`config.mk`:
```
export PLATFORM = sky130hd
export DESIGN_NAME = mbe_front
export DESIGN_NICKNAME = d
export VERILOG_FILES = /design/src/design/mbe_pkg.sv /design/src/design/mbe_front.sv
export SDC_FILE = /design/constraint.sdc
export NUM_CORES = 2
export LEC_CHECK = 0
export ABC_AREA = 1
export BUFFER_PORTS_ARGS = -buffer_cell sky130_fd_sc_hd__buf_2
export CORE_UTILIZATION = 55
export CTS_BUF_LIST = sky130_fd_sc_hd__clkbuf_2 sky130_fd_sc_hd__clkbuf_4 sky130_fd_sc_hd__clkbuf_8
export DETAILED_ROUTE_END_ITERATION = 8
export PLACE_DENSITY = 0.77
export SETUP_SLACK_MARGIN = 0.4
export SLEW_MARGIN = 15
export SYNTH_ARGS = -nofsm -noshare
export SYNTH_HDL_FRONTEND = slang
export SYNTH_SLANG_ARGS = --single-unit
export TNS_END_PERCENT = 100
```
`constraint.sdc`:
```
create_clock -name clock -period 6.3 [get_ports clock]
set_input_delay 0.945 -clock clock [delete_from_list [all_inputs] [get_ports clock]]
set_output_delay 0.945 -clock clock [all_outputs]
set_load 0.1 [all_outputs]
```
`src/design/mbe_pkg.sv`:
```
// Shared types and constants for the Mandelbrot escape-time pixel unit.
// Depends on nothing; every other file in the design imports it.
package mbe_pkg;

   localparam int MAX_ITER_LIMIT_DEF = 4096;
   localparam int MAX_DIM_DEF        = 4096;

   localparam int COORD_W = 12;
   localparam int COUNT_W = 13;
   localparam int COLOR_W = 24;
   localparam int CPX_W   = 44;   // c in Q16.28, never wraps
   localparam int ZW      = 45;   // z components before the escape test
   localparam int NUM_W   = 21;   // blend numerator, at most 255 * 8191

   localparam logic [2:0] REG_X_MIN       = 3'd0;
   localparam logic [2:0] REG_X_STEP      = 3'd1;
   localparam logic [2:0] REG_Y_MIN       = 3'd2;
   localparam logic [2:0] REG_Y_STEP      = 3'd3;
   localparam logic [2:0] REG_MAX_ITER    = 3'd4;
   localparam logic [2:0] REG_COLOR_START = 3'd5;
   localparam logic [2:0] REG_COLOR_END   = 3'd6;

   typedef struct packed {
      logic [COORD_W-1:0] column;
      logic [COORD_W-1:0] row;
   } req_payload_type;

   typedef struct packed {
      logic [COUNT_W-1:0] iter_count;
      logic [7:0]         red;
      logic [7:0]         green;
      logic [7:0]         blue;
   } rsp_payload_type;

   typedef struct packed {
      logic signed [CPX_W-1:0] cr;
      logic signed [CPX_W-1:0] ci;
   } point_type;

endpackage

```
`src/design/mbe_front.sv`:
```
// Front end: maps a pixel request to its complex point c and holds it.
// Depends on mbe_pkg.
module mbe_front #(
   parameter int MAX_DIM = mbe_pkg::MAX_DIM_DEF
) (
   input  logic                     clock,
   input  logic                     reset,
   input  logic                     req_valid,
   output logic                     req_stall,
   input  mbe_pkg::req_payload_type req_payload,
   input  logic signed [31:0]       x_min,
   input  logic signed [31:0]       x_step,
   input  logic signed [31:0]       y_min,
   input  logic signed [31:0]       y_step,
   output logic                     pt_valid,
   input  logic                     pt_ready,
   output mbe_pkg::point_type       pt_data
);
   import mbe_pkg::*;

   logic                 valid_ff, valid_in;
   point_type            point_ff, point_in;
   logic [COORD_W-1:0]   col_sat, row_sat;
   logic signed [44:0]   prod_x, prod_y;
   logic                 load;

   // Indices beyond the image clamp to its last column or row.
   always_comb begin
      col_sat = ({5'b0, req_payload.column} >= 17'(MAX_DIM)) ?
                COORD_W'(MAX_DIM - 1) : req_payload.column;
      row_sat = ({5'b0, req_payload.row} >= 17'(MAX_DIM)) ?
                COORD_W'(MAX_DIM - 1) : req_payload.row;
      prod_x  = $signed({1'b0, col_sat}) * x_step;
      prod_y  = $signed({1'b0, row_sat}) * y_step;
      point_in.cr = CPX_W'(prod_x + 45'(x_min));
      point_in.ci = CPX_W'(prod_y + 45'(y_min));
   end

   assign req_stall = valid_ff && !pt_ready;
   assign load      = req_valid && !req_stall;

   always_comb begin
      valid_in = valid_ff;
      if (valid_ff && pt_ready) begin
         valid_in = 1'b0;
      end
      if (load) begin
         valid_in = 1'b1;
      end
   end

   always_ff @(posedge clock) begin
      if (reset) begin
         valid_ff <= 1'b0;
      end else begin
         valid_ff <= valid_in;
      end
      if (load) begin
         point_ff <= point_in;
      end
   end

   assign pt_valid = valid_ff;
   assign pt_data  = point_ff;

endmodule

```
Word-level counts from Yosys, hierarchy flattened --
Cells that the tools add are included.
Storage, ports and cells: flip-flop bits (word level) 89, input bits 156
Operators by class: add/sub/neg operators 2, multipliers 2, mux-type cells 2, reductions and logical operators 6
Operators with widths (count):
- adder 44 x 32 -> 44 bit | 2
- multiplier 13 x 32 -> 44 bit | 2
- logical AND 1 bit | 3
- logical NOT 1 bit | 2
- two-way mux 1 bit | 2
- nonzero test 2 bit | 1

Longest topological paths before layout --
depth in word-level cells 5, gate-level depth with buffers 28, gate-level depth less buffers 27

Worst setup path before layout --
Ideal clock, no wire load.
path kind input -> register, start in x_step[31], end reg point_ff (netlist bit pt_data[87]), data pin, setup time 0.253 ns, arrival time 5.789 ns, data required time 6.047 ns, slack 0.258 ns, cell stages on the path 21, buffers on the path 1, path through clkbuf_1 -> nand2_1 -> fa_1 -> fa_1 -> inv_1 -> fa_1 -> inv_1 -> fa_1 -> inv_1 -> fa_1 -> inv_1 -> fa_1 -> inv_1 -> ha_1 -> inv_1 -> nor3_1 -> nand2_1 -> nor2_2 -> nand3b_4 -> nand3_1 -> nand2_1
RTL lines:
- from (decl) | RTL line mbe_front.sv:12 | input logic signed [31:0] x_step,
- to (signal assigned) | RTL line mbe_front.sv:59 | point_ff <= point_in;
- to (decl) | RTL line mbe_front.sv:22 | point_type point_ff, point_in;

==> impl_metrics.ini <==
[grt]
grt_max_degree = 53
grt_pass1_wl_um = 156000
grt.overflow.total = 0
track_usage_pct = 31.30
grt_pass1_vias = 30390
antenna_found_initial = 7

[sta]
period_share_pct = 92.06
setup_violations = 0
finalCriticalPeriod_ns = 5.800
worst_pin_slew_ns = 1.155
tns_ns = 0
slew_violations = 0
rsz0062_at_grt = true
worst_slack_ns = 0.5002
finalHoldViolations = 0
finClkSkew_ns = 0.02277
fmax_ghz = 0.1724
relSlewSlack_pct = 22.79

[placed_design]
place_area_um2 = 38440
dp_hpwl_um = 82240
dp_slack_ns = -0.2240
gp_congestion = 1.006
port_buffers = 245

[yosys]
synth_cells = 4681
seq_area_frac_synth_pct = 7.655
synth_fp_nets = 5791
ys_top_cells_by_count = inv_1 (1551), nand2_1 (1467), fa_1 (748)
yosys_warnings = 0
synth_flop_cell = edfxtp_1
yosysTopAreaCell = fa_1
yosys-top-cells-area = fa_1 (43%), inv_1 (17%), nand2_1 (16%)
synth_top_area_share_pct = 43.05
ys_ff_latch = 89
syn_area_um2 = 34780
yosysMostFrequentCell = inv_1
syn_avg_cell_area_um2 = 7.430
synth_edf_count = 88
async_flop_share_pct = 0
synth.distinct_cells = 33

[worst_setup_path]
crit_family = adder cells
critPathKind = primary input to flip-flop
required_ns = 6.44
reg2reg_depth = 4
critPathCaptureType = flip-flop
r2r_start = pt_valid$_SDFFE_PP0P_
critPathArrivalTime_ns = 5.94
path_depth = 25
slowest_stage = fa_1
cp_max_fo = 6
path_buf_inv = 10
start_kind = primary input
critPathMaxStageDelay_ns = 0.55
cp-startpoint = req_payload[13]

[hold_path]
holdPathStages = 2
worstHoldStart = pt_valid$_SDFFE_PP0P_
min_path_type = flip-flop to flip-flop

[final_layout]
final_net_count = 6163
final_area_um2 = 40660
syn2layout_area_growth_pct = 16.91
fin_util_pct = 65.53
drive_gt1_share_pct = 16.92

[floorplan]
rows = 91
start_util_pct = 56.05
dieArea_um2 = 64250
die_y_um = 253.5
die_w_um = 253.5
coreArea_um2 = 62050
ios = 246

[clocking]
cts_root_buffer = clkbuf_8
clock_path_buffers = 2
h-tree-depth = 3
numCtsBuffers = 9
clkLatencyLatePin_ns = 0.42
cts.sinks = 89
path_clk_slew_ns = 0.09
cts_tree = yes

[detailed_routing]
num_vias = 30160
ant_nets = 0
wl_per_cell_um = 17.19
drtIter0Drc = 3018
via_per_inst = 5.115
firstDrtPassIters = 7
wirelength_um = 101400
route.detailed.drc = 0

[outcome]
status = completed

[flow_run]
drv_cap = 0
logic make-up (layout without fill, tap and decap cells):
family                     after synthesis  count (layout)  synth area share (%)
other                                    0               2                     0
and+or+nand+nor                       1818            1818                 21.03
buffers and inverters                 1696            2073                 18.30
xor gates and xnor gates                50              50                 1.259
adders and majority gates              954             954                 50.46
DFF                                     89              89                 7.655
AOI/OAI and AO/OA                       74              74                 1.295
final cells by class:
class	instances	area [um2]
multi-input combinational	2896	27090
fill	5056	21390
inverter	1560	5858
timing repair buffer	497	3777
sequential	89	2663
tap	837	1047
clock buffer	10	131.4
clock inverter	6	90.09
antenna	2	5.005
metal layers:
| layer | global-route usage [%] | share of wire [%] | vias to the layer above |
|---|---|---|---|
| met5 | 0 | 0.055 | - |
| met4 | 10.10 | 3.8 | 8 |
| met3 | 4.343 | 10 | 277 |
| met2 | 50.50 | 45 | 1653 |
| met1 | 43.69 | 41 | 14520 |
| li1 | - | - | 13700 |
layout by cell type, fill, tap and decap left out, drive strengths merged, types with 3 or more instances in the layout:
cell type	instances
nand3b	9
nand2	1488
nor2	176
o21bai	11
nand3	105
buf	472
a21oi	55
nand4	25
edfxtp	88
fa	748
xor2	43
ha	206
a21o	3
o21ai	4
inv	1561
clkbuf	35
xnor2	7
nor3	12
worst paths after layout:
kind,to,slack [ns]
worst max-delay path,pt_data[70]$_DFFE_PP_,0.50
worst min register to register,pt_valid$_SDFFE_PP0P_,0.49
worst max register to register,pt_data[50]$_DFFE_PP_,3.82
worst min-delay path,pt_valid$_SDFFE_PP0P_,0.49
worst reg2reg max path, cell delays in order (launching register included):
cell	delay, ns
dfxtp_1	0.32
nand2_1	0.08
inv_1	0.07
nor2_4	0.86
buf_4	0.76
through the flow:
| step | hold WS [ns] | cells |
|---|---|---|
| 3_3_place_gp | 0.4677 | 5834 |
| 6_report | 0.4867 | 5897 |
| 5_1_grt | 0.5346 | 5895 |
| 3_5_place_dp | 0.4749 | 5834 |
| 4_1_cts | 0.4884 | 5850 |
| 2_1_floorplan | 0.9320 | 4681 |
sequential cells by signal (all words and copies together), names as in the netlist:
| register | cells |
|---|---|
| pt_valid | 1 |
| pt_data | 88 |
timing repair:
item,CTS,global route
pin swaps,0,103
gates resized for setup,7,385
buffers inserted,0,33
hold buffers,0,0
setup endpoints to repair,25,65
cloned,0,12
Power is left out: the tool's default activity adds up to more than one toggle a clock period on the data nets, which glitch-free logic cannot reach.
