<file path="src/design/mbe_pkg.sv">
// Shared types and constants for the Mandelbrot escape-time pixel unit.
// Depends on nothing; every other file in the design imports it.
package mbe_pkg;

   localparam int MAX_ITER_LIMIT_DEF = 4096;
   localparam int MAX_DIM_DEF        = 4096;

   localparam int COORD_W = 12;
   localparam int COUNT_W = 13;
   localparam int COLOR_W = 24;
   localparam int CPX_W   = 44;   // c in Q16.28, never wraps
   localparam int ZW      = 45;   // z components before the escape test
   localparam int NUM_W   = 21;   // blend numerator, at most 255 * 8191

   localparam logic [2:0] REG_X_MIN       = 3'd0;
   localparam logic [2:0] REG_X_STEP      = 3'd1;
   localparam logic [2:0] REG_Y_MIN       = 3'd2;
   localparam logic [2:0] REG_Y_STEP      = 3'd3;
   localparam logic [2:0] REG_MAX_ITER    = 3'd4;
   localparam logic [2:0] REG_COLOR_START = 3'd5;
   localparam logic [2:0] REG_COLOR_END   = 3'd6;

   typedef struct packed {
      logic [COORD_W-1:0] column;
      logic [COORD_W-1:0] row;
   } req_payload_type;

   typedef struct packed {
      logic [COUNT_W-1:0] iter_count;
      logic [7:0]         red;
      logic [7:0]         green;
      logic [7:0]         blue;
   } rsp_payload_type;

   typedef struct packed {
      logic signed [CPX_W-1:0] cr;
      logic signed [CPX_W-1:0] ci;
   } point_type;

endpackage

</file>
<file path="src/design/mbe_queue.sv">
// Two-entry queue of complex points between the front and back ends.
// Depends on mbe_pkg.
module mbe_queue (
   input  logic               clock,
   input  logic               reset,
   input  logic               push_valid,
   output logic               push_ready,
   input  mbe_pkg::point_type push_data,
   output logic               pop_valid,
   input  logic               pop,
   output mbe_pkg::point_type pop_data
);
   import mbe_pkg::*;

   point_type   mem_ff [2];
   logic        wr_ptr_ff, wr_ptr_in;
   logic        rd_ptr_ff, rd_ptr_in;
   logic [1:0]  count_ff, count_in;
   logic        do_push, do_pop;

   assign push_ready = (count_ff != 2'd2);
   assign pop_valid  = (count_ff != 2'd0);
   assign do_push    = push_valid && push_ready;
   assign do_pop     = pop && pop_valid;
   assign pop_data   = mem_ff[rd_ptr_ff];

   always_comb begin
      wr_ptr_in = do_push ? !wr_ptr_ff : wr_ptr_ff;
      rd_ptr_in = do_pop ? !rd_ptr_ff : rd_ptr_ff;
      count_in  = count_ff + 2'(do_push) - 2'(do_pop);
   end

   always_ff @(posedge clock) begin
      if (reset) begin
         wr_ptr_ff <= 1'b0;
         rd_ptr_ff <= 1'b0;
         count_ff  <= 2'd0;
      end else begin
         wr_ptr_ff <= wr_ptr_in;
         rd_ptr_ff <= rd_ptr_in;
         count_ff  <= count_in;
      end
      if (do_push) begin
         mem_ff[wr_ptr_ff] <= push_data;
      end
   end

endmodule

</file>
<file path="config.mk">
export PLATFORM = sky130hd
export DESIGN_NAME = mbe_queue
export DESIGN_NICKNAME = d
export VERILOG_FILES = /design/src/design/mbe_pkg.sv /design/src/design/mbe_queue.sv
export SDC_FILE = /design/constraint.sdc
export NUM_CORES = 1
export LEC_CHECK = 0
export ABC_AREA = 1
export CORE_AREA = 2 2 91 158
export CTS_BUF_LIST = sky130_fd_sc_hd__clkbuf_4
export CTS_CLUSTER_DIAMETER = 60
export DETAILED_ROUTE_END_ITERATION = 16
export DIE_AREA = 0 0 93 160
export DONT_BUFFER_PORTS = 1
export PLACE_DENSITY = 0.69
export SETUP_SLACK_MARGIN = 0.2
export SLEW_MARGIN = 20
export SYNTH_ARGS = -nofsm -noshare
export SYNTH_HDL_FRONTEND = slang
export SYNTH_SLANG_ARGS = --single-unit
</file>
<file path="constraint.sdc">
create_clock -name clock -period 4.83 [get_ports clock]
set_input_delay 0.2415 -clock clock [delete_from_list [all_inputs] [get_ports clock]]
set_output_delay 0.2415 -clock clock [all_outputs]
set_load 0.01 [all_outputs]
</file>
**Yosys cells after proc, flatten, opt, wreduce, memory -nomap -nowiden**

Memories as Yosys holds them, arrays and structs flattened. A register that Yosys moved wholly into a read port is not among the register bits.
Index checks and enable logic that the tools add are counted.

- Output and inout bits: 90
- Memories: 1
- Bits in writable memories: 176
- Bits of input ports: 92
- Word-level logic and storage cells: 16
- Register bits after elaboration: 4

- Add/subtract/negate cells: 2
- Equality and inequality tests: 1
- Mux-type cells: 4
- Reduce and logical (&&, ||, !) cells: 5

Memory list:

| name | words | bits a word | read ports | clocked after memory_dff | wr ports | line | source |
|---|---|---|---|---|---|---|---|
| mem_ff | 2 | 88 | 1 | 1 | 1 | mbe_queue.sv:15 | `point_type mem_ff [2];` |

Operators by type and width:

| cell | count |
|---|---|
| two-way mux 1 bit | 4 |
| adder 2 x 1 -> 2 bit | 1 |
| logical AND 1 bit | 2 |
| logical NOT 1 bit | 2 |
| != test 2 bit (second input constant) | 1 |
| nonzero test 2 bit | 1 |
| subtractor 2 x 1 -> 2 bit | 1 |

**Longest topological paths before layout**

Gate-level depths: netlist of the first run.

- Depth after elaboration: 4
- Depth in mapped cells: 11
- Depth with buffers taken out: 11

**Worst setup path before layout of the first run**

Ideal clock, no wire load.

- Path type: register -> register
- Start: register count_ff[0]
- End: memory mem_ff[1][0] in the netlist's numbering (enable)
- Slack: -59 ps
- Stages on the path, launching flop included: 5
- Data required time: 4293 ps
- Path buffers: 0
- Period minus slack after synthesis: 4889 ps
- Arrival: 4352 ps
- Setup time: 537 ps
- Cell sequence: dfxtp_1 > inv_1 > nand2_1 > nand2_1 > nor2_1

- Longest elaborated chain between the ends: 4

Ends and longest elaborated chain:

| element | line | source |
|---|---|---|
| start: declaration | mbe_queue.sv:18 | `logic [1:0] count_ff, count_in;` |
| start signal: assignment | mbe_queue.sv:41 | `count_ff <= count_in;` |
| != test 2 bit | mbe_queue.sv:21 | `assign push_ready = (count_ff != 2'd2);` |
| named net push_ready | mbe_queue.sv:7 | `output logic push_ready,` |
| logical AND 1 bit | mbe_queue.sv:23 | `assign do_push = push_valid && push_ready;` |
| two-way mux 1 bit | mbe_queue.sv:43 | `if (do_push) begin` |
| two-way mux 1 bit (not written as such) | mbe_queue.sv:44 | `mem_ff[wr_ptr_ff] <= push_data;` |
| end: declaration | mbe_queue.sv:15 |  |

The timed path passes the listed nets, and every way through them passes these cells.

==> flow_summary.yaml, run 1 <==
placement:
  hpwl_mm: 7.40
  gp_congestion: 0.765
  dpl-instance-area_um2: 6870
  portBuffers: 0
die:
  initial_utilization: 0.486
  dieHeight_um: 160
  die-width_um: 93
  io_pins: 182
  die_area_um2: 14900
  core-area_um2: 13700
  rows: 57
grt:
  grt_overflow: 0
  antenna_found_initial: 3
  grt_pass1_vias: 3301
  grtUsageTotal: 0.157
  grt_pass1_wl_mm: 17.2
  grt_max_degree: 70
synthesis:
  synth_fp_nets: 403
  yosys_warnings: 0
  syn_area_um2: 6660
  synth_edf_count: 176
  synthMostInstantiatedCell: "edfxtp_1"
  async_reset_ff_frac: 0
  synthCells: 310
  yosysTopAreaCell: "edfxtp_1"
  ys.flop_type: "edfxtp_1"
  yosys-top-cells-area: "edfxtp_1 79%, mux2_2 11%, mux2_4 4.5%"
  synth_cell_type_count: 14
  ys_seq_area_frac: 0.808
  synth_commonest_cells: "176 x edfxtp_1, 68 x mux2_2, 20 x mux2_4"
  yosysTopAreaCellShare: 0.793
  synth_area_per_cell_um2: 21.5
  ys_ff_latch: 181
clock_network:
  cts_sinks: 181
  clockBufferDepth: 2
  numCtsBuffers: 17
  path_clk_slew_ns: 0.14
  htree_levels: 4
  clock_latency_ns: 0.53
  postCtsSetupRepairBufs: 0
  cts_tree: "built"
  cts_root_buffer: "clkbuf_4"
setup_path:
  crit_path_end_kind: "output port"
  cp.required_ns: 4.59
  startpoint_type: "register"
  worstSetupPathType: "register to output port"
  cp.arrival_ns: 2.43
  cp_max_fo: 45
  worstRegToRegCells: 5
run:
  max_cap_viol_count: 0
drt:
  first_pass_iters: 4
  drc: 0
  drtIter0Drc: 136
  antenna_left: 0
  drt-vias-per-instance: 5.07
  vias: 3067
  wl_mm: 11.5
  wl_per_cell_um: 19.1
timing:
  fmax_ghz: 0.374
  slew_violations: 0
  finalCritPeriodShare: 0.554
  rsz0062_at_grt: "false"
  period_minus_slack_ns: 2.67
  hold_viol: 0
  tightest_slew_ns: 0.654
  setup_violations: 0
  setup_tns_ns: 0
  clock_skew_ns: 0.0136
  relSlewSlack: 0.564
cells_and_area:
  final_nets: 506
  drive_gt1_frac: 0.292
  finalInstanceArea_um2: 8150
  area_delta_synth_final_pct: 22.4
min_path:
  hp-class: "input pin to register"
  hold_depth: 4
power_and_ir_drop:
  p_per_area_nw_per_um2: 477
  p_leak_nw: 2.76
  finalPower_w: 0.00389
  vdd_drop_max_mv: 0.338
outcome:
  status: "completed"
-- layer usage --
metal	vias to the layer above	GRT usage	wire length [µm]
met5	-	0	0
met4	0	0.0802	369
met3	22	0.0528	579
met2	109	0.286	6700
met1	1526	0.154	3890
li1	1410	-	-
-- final cells by class --
cell class / instances / area, µm²
antenna: 3 / 7.51
clock buffer: 17 / 128
clock inverter: 14 / 224
fill: 998 / 5540
inverter: 8 / 30.0
multi-input combinational: 111 / 1190
sequential: 181 / 5390
tap: 177 / 221
timing repair buffer: 94 / 968
-- report_power, final --
part	internal, W	switching [W]	total [W]
Clock	0.000470	0.000499	0.000969
Combinational	0.000368	0.000470	0.000838
Sequential	0.00199	0.0000980	0.00208
Total	0.00282	0.00107	0.00389
-- per-stage QoR --
stage | utilization | instances | hold WS [ns] | worst slack (ns)
final | 0.595 | 605 | 0.0734 | 2.16
after detailed placement | 0.502 | 480 | 0.321 | 2.34
after global placement | 0.502 | 480 | 0.313 | 2.43
after global routing | 0.595 | 605 | 0.0494 | 1.96
after floorplan | - | 310 | 0.313 | 1.42
after CTS | 0.593 | 601 | 0.00112 | 2.04
-- path summary, 6_finish.rpt --
kind	start	to	slack, ns
setup / recovery	register	pop_data[41]	2.16
hold / removal	pop	register	0.07
setup reg to reg	count_ff[0]	mem_ff[1][19]	2.66
hold reg to reg	rd_ptr_ff	rd_ptr_ff	0.53
-- what timing repair did --
action	4_1_cts	5_1_grt
endpoints found under the hold margin	181	0
resized for setup	0	0
hold buffers	90	0
-- cells by family (layout without fill, tap and decap cells) --
logic type | count (synthesis) | count (layout) | synth area share
AO/OA/AOI/OAI | 2 | 2 | 0.00150
XOR/XNOR | 1 | 1 | 0.00132
adder cells (fa/ha/maj) | 1 | 1 | 0.00188
buffers and inverters | 18 | 133 | 0.0158
flip-flops | 181 | 181 | 0.808
multiplexers | 88 | 88 | 0.160
other | 0 | 3 | 0
AND/OR/NAND/NOR | 19 | 19 | 0.0111
-- placed cells by master (no fill, tap or decap), drive strengths merged --
cell type and instances:
clkbuf 17, mux2 88, bufinv 5, dlygate4sd3 90, buf 4, inv 12, clkinv 5, nand2 8
dfxtp 5, a21oi 2, nor2 9, ha 1, diode 3, nor3 1, edfxtp 176, nand3 1
xnor2 1
-- worst max-delay path: stages, from the launching register on --
cell,delay (ns)
dfxtp_4,0.78
buf_4,0.64
mux2_2,0.46
-- flip-flops by register name (all words and copies together), names as in the netlist, named ones only --
register / flops
count_ff: 2
wr_ptr_ff: 1
rd_ptr_ff: 1
mem_ff: 176
Note: power is estimated with default switching activity, not from simulation.
==> run 2: changes to the inputs <==
ABC_AREA = 0   (was 1)
CORE_AREA = 2 2 90 158   (was 2 2 91 158)
DIE_AREA = 0 0 92 160   (was 0 0 93 160)
PLACE_DENSITY = 0.67   (was 0.69)
clock period = 2.7 ns   (was 4.83 ns; I/O delays follow)
==> run 2 against run 1 <==
  * Wire length is essentially flat
  * Flip-flop and latch count unchanged
  * Register-to-register slack worse by 1.8 ns
  * Worst setup slack got worse by 1.5 ns
  * Power up 57%
  * Critical endpoint is now pop_data[46]
  * Largest power group unchanged
==> flow_summary.yaml, run 2 <==
cells_and_area:
  num-fill-cells: 1014
  fin_cells: 602
  area_delta_synth_final_pct: 21.6
  largest_reg_flops: 176
  final_nets: 501
  final_cell_mix: "176 x edfxtp_1, 92 x dlygate4sd3_1, 86 x mux2_2, 20 x clkbuf_4, 6 x clkinvlp_4"
  fin_util: 0.594
  finalInstanceArea_um2: 8050
  layout_commonest_cell: "edfxtp_1"
  drive_gt1_frac: 0.309
  reg_top3: "mem_ff (176), count_ff (2)"
  regMostFlops: "mem_ff"
setup_path:
  cp.arrival_ns: 1.88
  crit_chain: "buf_4 > mux2_2"
  rrSetupSlack_ns: 0.84
  startpoint_type: "register"
  r2r-start: "count_ff[0]"
  cp.required_ns: 2.57
  r2r-end: "mem_ff[0][7]"
  slowest_delay_ns: 0.49
  crit_path_end_kind: "output port"
  worstSetupPathType: "register to output port"
  worstRegToRegCells: 4
  cp_slowest_cell: "dfxtp_4"
  cp_max_fo: 31
grt:
  grt_max_degree: 89
  grtUsageTotal: 0.158
  grt_overflow: 0
  antenna_found_initial: 4
  grt_pass1_vias: 3293
  grt_pass1_wl_mm: 17.1
synthesis:
  ys_ff_latch: 181
  yosys_warnings: 0
  yosysTopAreaCell: "edfxtp_1"
  yosys-top-cells-area: "edfxtp_1 80%, mux2_2 15%, dfxtp_1 1.5%"
  ys_seq_area_frac: 0.814
  syn_area_um2: 6620
  yosysTopAreaCellShare: 0.799
  synthMostInstantiatedCell: "edfxtp_1"
  synthCells: 303
  synth_fp_nets: 396
  synth_cell_type_count: 25
  ys.flop_type: "edfxtp_1"
  async_reset_ff_frac: 0
  synth_area_per_cell_um2: 21.8
  synth_commonest_cells: "176 x edfxtp_1, 86 x mux2_2, 6 x buf_2"
  synth_edf_count: 176
min_path:
  min_from: "pop"
  holdPathEnd: "count_ff[0]"
  hp-class: "input pin to register"
  hold_depth: 4
clock_network:
  numCtsBuffers: 17
  clock_latency_ns: 0.54
  clockBufferDepth: 2
  postCtsSetupRepairBufs: 0
  htree_levels: 4
  path_clk_slew_ns: 0.14
  cts_tree: "built"
  cts_sinks: 181
  cts_root_buffer: "clkbuf_4"
die:
  rows: 57
  die-width_um: 92
  initial_utilization: 0.488
  die_area_um2: 14700
  dieHeight_um: 160
  io_pins: 182
  core-area_um2: 13600
timing:
  rsz0062_at_grt: "false"
  fmax_ghz: 0.496
  clock_skew_ns: 0.0225
  slew_violations: 0
  tightest_slew_ns: 0.504
  setup_violations: 0
  setup_tns_ns: 0
  finalCritPeriodShare: 0.747
  hold_viol: 0
  period_minus_slack_ns: 2.02
  relSlewSlack: 0.664
drt:
  drtIter0Drc: 155
  wl_mm: 11.5
  wl_per_cell_um: 19.1
  vias: 3062
  first_pass_iters: 4
  drt-vias-per-instance: 5.09
  antenna_left: 0
  drc: 0
power_and_ir_drop:
  p_per_area_nw_per_um2: 757
  finalPower_w: 0.00609
  p_leak_nw: 2.63
  vdd_drop_max_mv: 0.860
placement:
  dpl-instance-area_um2: 6840
  portBuffers: 0
  gp_congestion: 0.711
  placed_cells: 474
  hpwl_mm: 7.26
outcome:
  status: "completed"
run:
  max_cap_viol_count: 0
## run 2: worst max-delay path by stage
| stage | endpoint | slack, ns |
|---|---|---|
| after detailed placement | mem_ff[0][44] | 0.92 |
| final | pop_data[46] | 0.68 |
| after floorplan | mem_ff[0][0] | 0.29 |
| after global routing | pop_data[46] | 0.54 |
| after CTS | pop_data[61] | 0.61 |
| after global placement | mem_ff[0][37] | 0.96 |
## run 2: logic make-up after synthesis
| family | share of synthesized area |
|---|---|
| flops | 0.814 |
| mux | 0.151 |
| simple gates | 0.0132 |
| buf+inv | 0.0119 |
| compound gates | 0.00662 |
| xor+xnor | 0.00132 |
| fa+ha+maj | 0.00189 |
## run 2: per-stage QoR
| stage | worst slack (ns) | hold slack, ns |
|---|---|---|
| 6_report | 0.683 | 0.0721 |
| 5_1_grt | 0.535 | 0.0268 |
| 4_1_cts | 0.609 | 0.0403 |
| 3_5_place_dp | 0.917 | 0.201 |
| 3_3_place_gp | 0.959 | 0.202 |
| 2_1_floorplan | 0.285 | 0.204 |
## run 2: cell type report
cell class                      instances  area [µm²]  area share
Clock inverter                         12         123      0.0152
Multi-Input combinational cell        111        1160       0.144
Antenna cell                            4        10.0     0.00124
Inverter                                1        7.51    0.000933
Tap cell                              177         221      0.0275
Sequential cell                       181        5390       0.670
Clock buffer                           20         150      0.0187
Timing Repair Buffer                   96         988       0.123
## run 2: where the power goes
group / switching, W / internal [W]
combinational: 0.000673 / 0.000533
clock: 0.000885 / 0.000503
sequential: 0.0000924 / 0.00341
## run 2: repair_timing
item,in CTS,in global routing
gates resized for setup,0,0
hold buffers,92,0
endpoints found under the hold margin,181,0
## run 2: layer usage
metal	vias to the layer above	track usage	part of all wire
met3	19	0.0533	0.056
met5	-	0	0
met1	1517	0.151	0.34
met4	0	0.0746	0.027
met2	109	0.295	0.58
li1	1417	-	-
## run 2: worst max-delay path, delay by kind of cell (launching register included)
kind | cells | cell delay [ns]
flip-flops | 1 | 0.49
multiplexers | 1 | 0.43
buffers and inverters | 1 | 0.41
==> run 3: changes to the inputs <==
clock period = 2.1 ns   (was 2.7 ns; I/O delays follow)
==> run 3 against run 2 <==
  * Largest power group unchanged
  * Global-route usage grew 0.97 points
  * Combinational power grew 36%
  * Utilization is 0.83 points higher
  * Critical endpoint is now pop_data[52]
  * Sequential power grew 28%
  * Final cell count increased by 0.50%
  * Sequential share of layout area is 0.89 points lower
  * Critical path depth unchanged
  * Register-to-register slack got worse by 0.38 ns
  * Worst setup slack got worse by 0.29 ns
  * Flip-flop and latch count unchanged
==> flow_summary.yaml, run 3 (same netlist as run 2, synthesis figures left out) <==
die:
  initial_utilization: 0.488
  die_area_um2: 14700
  rows: 57
  core-area_um2: 13600
  die-width_um: 92
  dieHeight_um: 160
  io_pins: 182
setup_path:
  crit_path_end_kind: "output port"
  cp.required_ns: 2.00
  worstSetupPathType: "register to output port"
  cp.arrival_ns: 1.60
  r2r-start: "count_ff[0]"
  worstRegToRegCells: 4
  cp_max_fo: 34
  startpoint_type: "register"
power_and_ir_drop:
  p_per_area_nw_per_um2: 1000
  p_int_w: 0.00601
  swShare: 0.264
  p_seq_frac: 0.550
  p_clk_frac: 0.248
  p_comb_frac: 0.202
  p_leak_nw: 2.69
  vdd_drop_max_mv: 0.549
  p_switching_w: 0.00215
drt:
  vias: 3133
  drc: 0
  antenna_left: 0
  wl_per_cell_um: 19.9
  wl_met3_um: 533
  met1_length_mm: 4.23
  first_pass_iters: 6
  drt-vias-per-instance: 5.18
  wl_mm: 12.1
  top_layer: "met4"
  drtIter0Drc: 119
  route.met2.wl_mm: 6.96
timing:
  period_minus_slack_ns: 1.70
  finalCritPeriodShare: 0.812
  slew_violations: 0
  tightest_slew_ns: 0.460
  setup_tns_ns: 0
  relSlewSlack: 0.693
  fmax_ghz: 0.587
  hold_viol: 0
  setup_violations: 0
  rsz0062_at_grt: "false"
  whs_ns: 0.0968
  clock_skew_ns: 0.0133
clock_network:
  path_clk_slew_ns: 0.13
  clockBufferDepth: 2
  cts_sinks: 181
  cts_root_buffer: "clkbuf_4"
  cts_tree: "built"
  clock_latency_ns: 0.53
  numCtsBuffers: 17
  htree_levels: 4
grt:
  grt_max_degree: 55
  grtUsageTotal: 0.167
  grt_pass1_wl_mm: 18.2
  grt_pass1_vias: 3398
  antenna_found_initial: 3
  grt_overflow: 0
placement:
  portBuffers: 0
  gp_congestion: 0.714
  hpwl_mm: 7.41
outcome:
  status: "completed"
cells_and_area:
  area_delta_synth_final_pct: 23.3
  largest_reg_flops: 176
  final_cell_mix: "176 x edfxtp_1, 91 x dlygate4sd3_1, 86 x mux2_2, 20 x clkbuf_4, 5 x buf_12"
  layout_commonest_cell: "edfxtp_1"
  regMostFlops: "mem_ff"
  final_nets: 505
  drive_gt1_frac: 0.325
  reg_top3: "mem_ff (176), count_ff (2)"
min_path:
  hold_depth: 5
  min_from: "pop"
  hp-class: "input pin to register"
run:
  max_cap_viol_count: 0
## run 3: changes by cell type in the layout (fill, tap and decap cells not counted), sizes merged
| cell | change |
|---|---|
| inv | +1 |
| buf | +5 |
| dlygate4sd3 | -1 |
| bufinv | +2 |
| clkinv | -1 |
| diode | -1 |
| clkinvlp | -2 |
## run 3: final timing paths
kind,slack [ns],to
worst max-delay path,0.40,pop_data[52]
worst min-delay path,0.1,count_ff[0]
worst max register to register,0.46,mem_ff[0][48]
worst min register to register,0.54,register
## run 3: layout make-up
class                   instances  area, µm²
fillers                      1006       5390
clock buffers                  20        150
clock inverters                12        168
inverters                       1       7.51
diodes                          3       7.51
multi-input cells             111       1160
well taps                     177        221
flip-flops and latches        181       5390
repair buffers                100       1050
## run 3: timing repair
item                                    in CTS  in global routing
endpoints found under the setup margin      62                  0
gates resized for setup                      0                  0
buffers inserted                             3                  0
hold buffers                                91                  0
endpoints found under the hold margin      198                  0
## run 3: critical path, cell delays in order, from the launching register on
cell     delay, ns
dfxtp_4       0.44
buf_12        0.22
mux2_2        0.41
## run 3: metal layers
metal / track usage / vias to the layer above
met5: 0 / -
met4: 0.0807 / 0
met3: 0.0505 / 22
met2: 0.308 / 106
met1: 0.168 / 1580
li1: - / 1425
## run 3: power by group through the flow
stage	combinational (W)	sequential, W	clock [W]
after global placement	0.00140	0.00460	0
final	0.00164	0.00449	0.00203
after global routing	0.00174	0.00452	0.00225
after floorplan	0.00120	0.00454	0
after CTS	0.00168	0.00449	0.00211
after detailed placement	0.00141	0.00462	0
## run 3: through the flow
step           instance area (µm²)  cells   util  setup slack (ns)  total power (W)
2_1_floorplan                 6630    303      -            -0.219          0.00573
4_1_cts                       8150    602  0.601             0.299          0.00828
3_5_place_dp                  6890    476  0.509             0.482          0.00603
6_report                      8160    605  0.602             0.396          0.00816
5_1_grt                       8160    605  0.602             0.273          0.00851
3_3_place_gp                  6890    476  0.509             0.539          0.00600
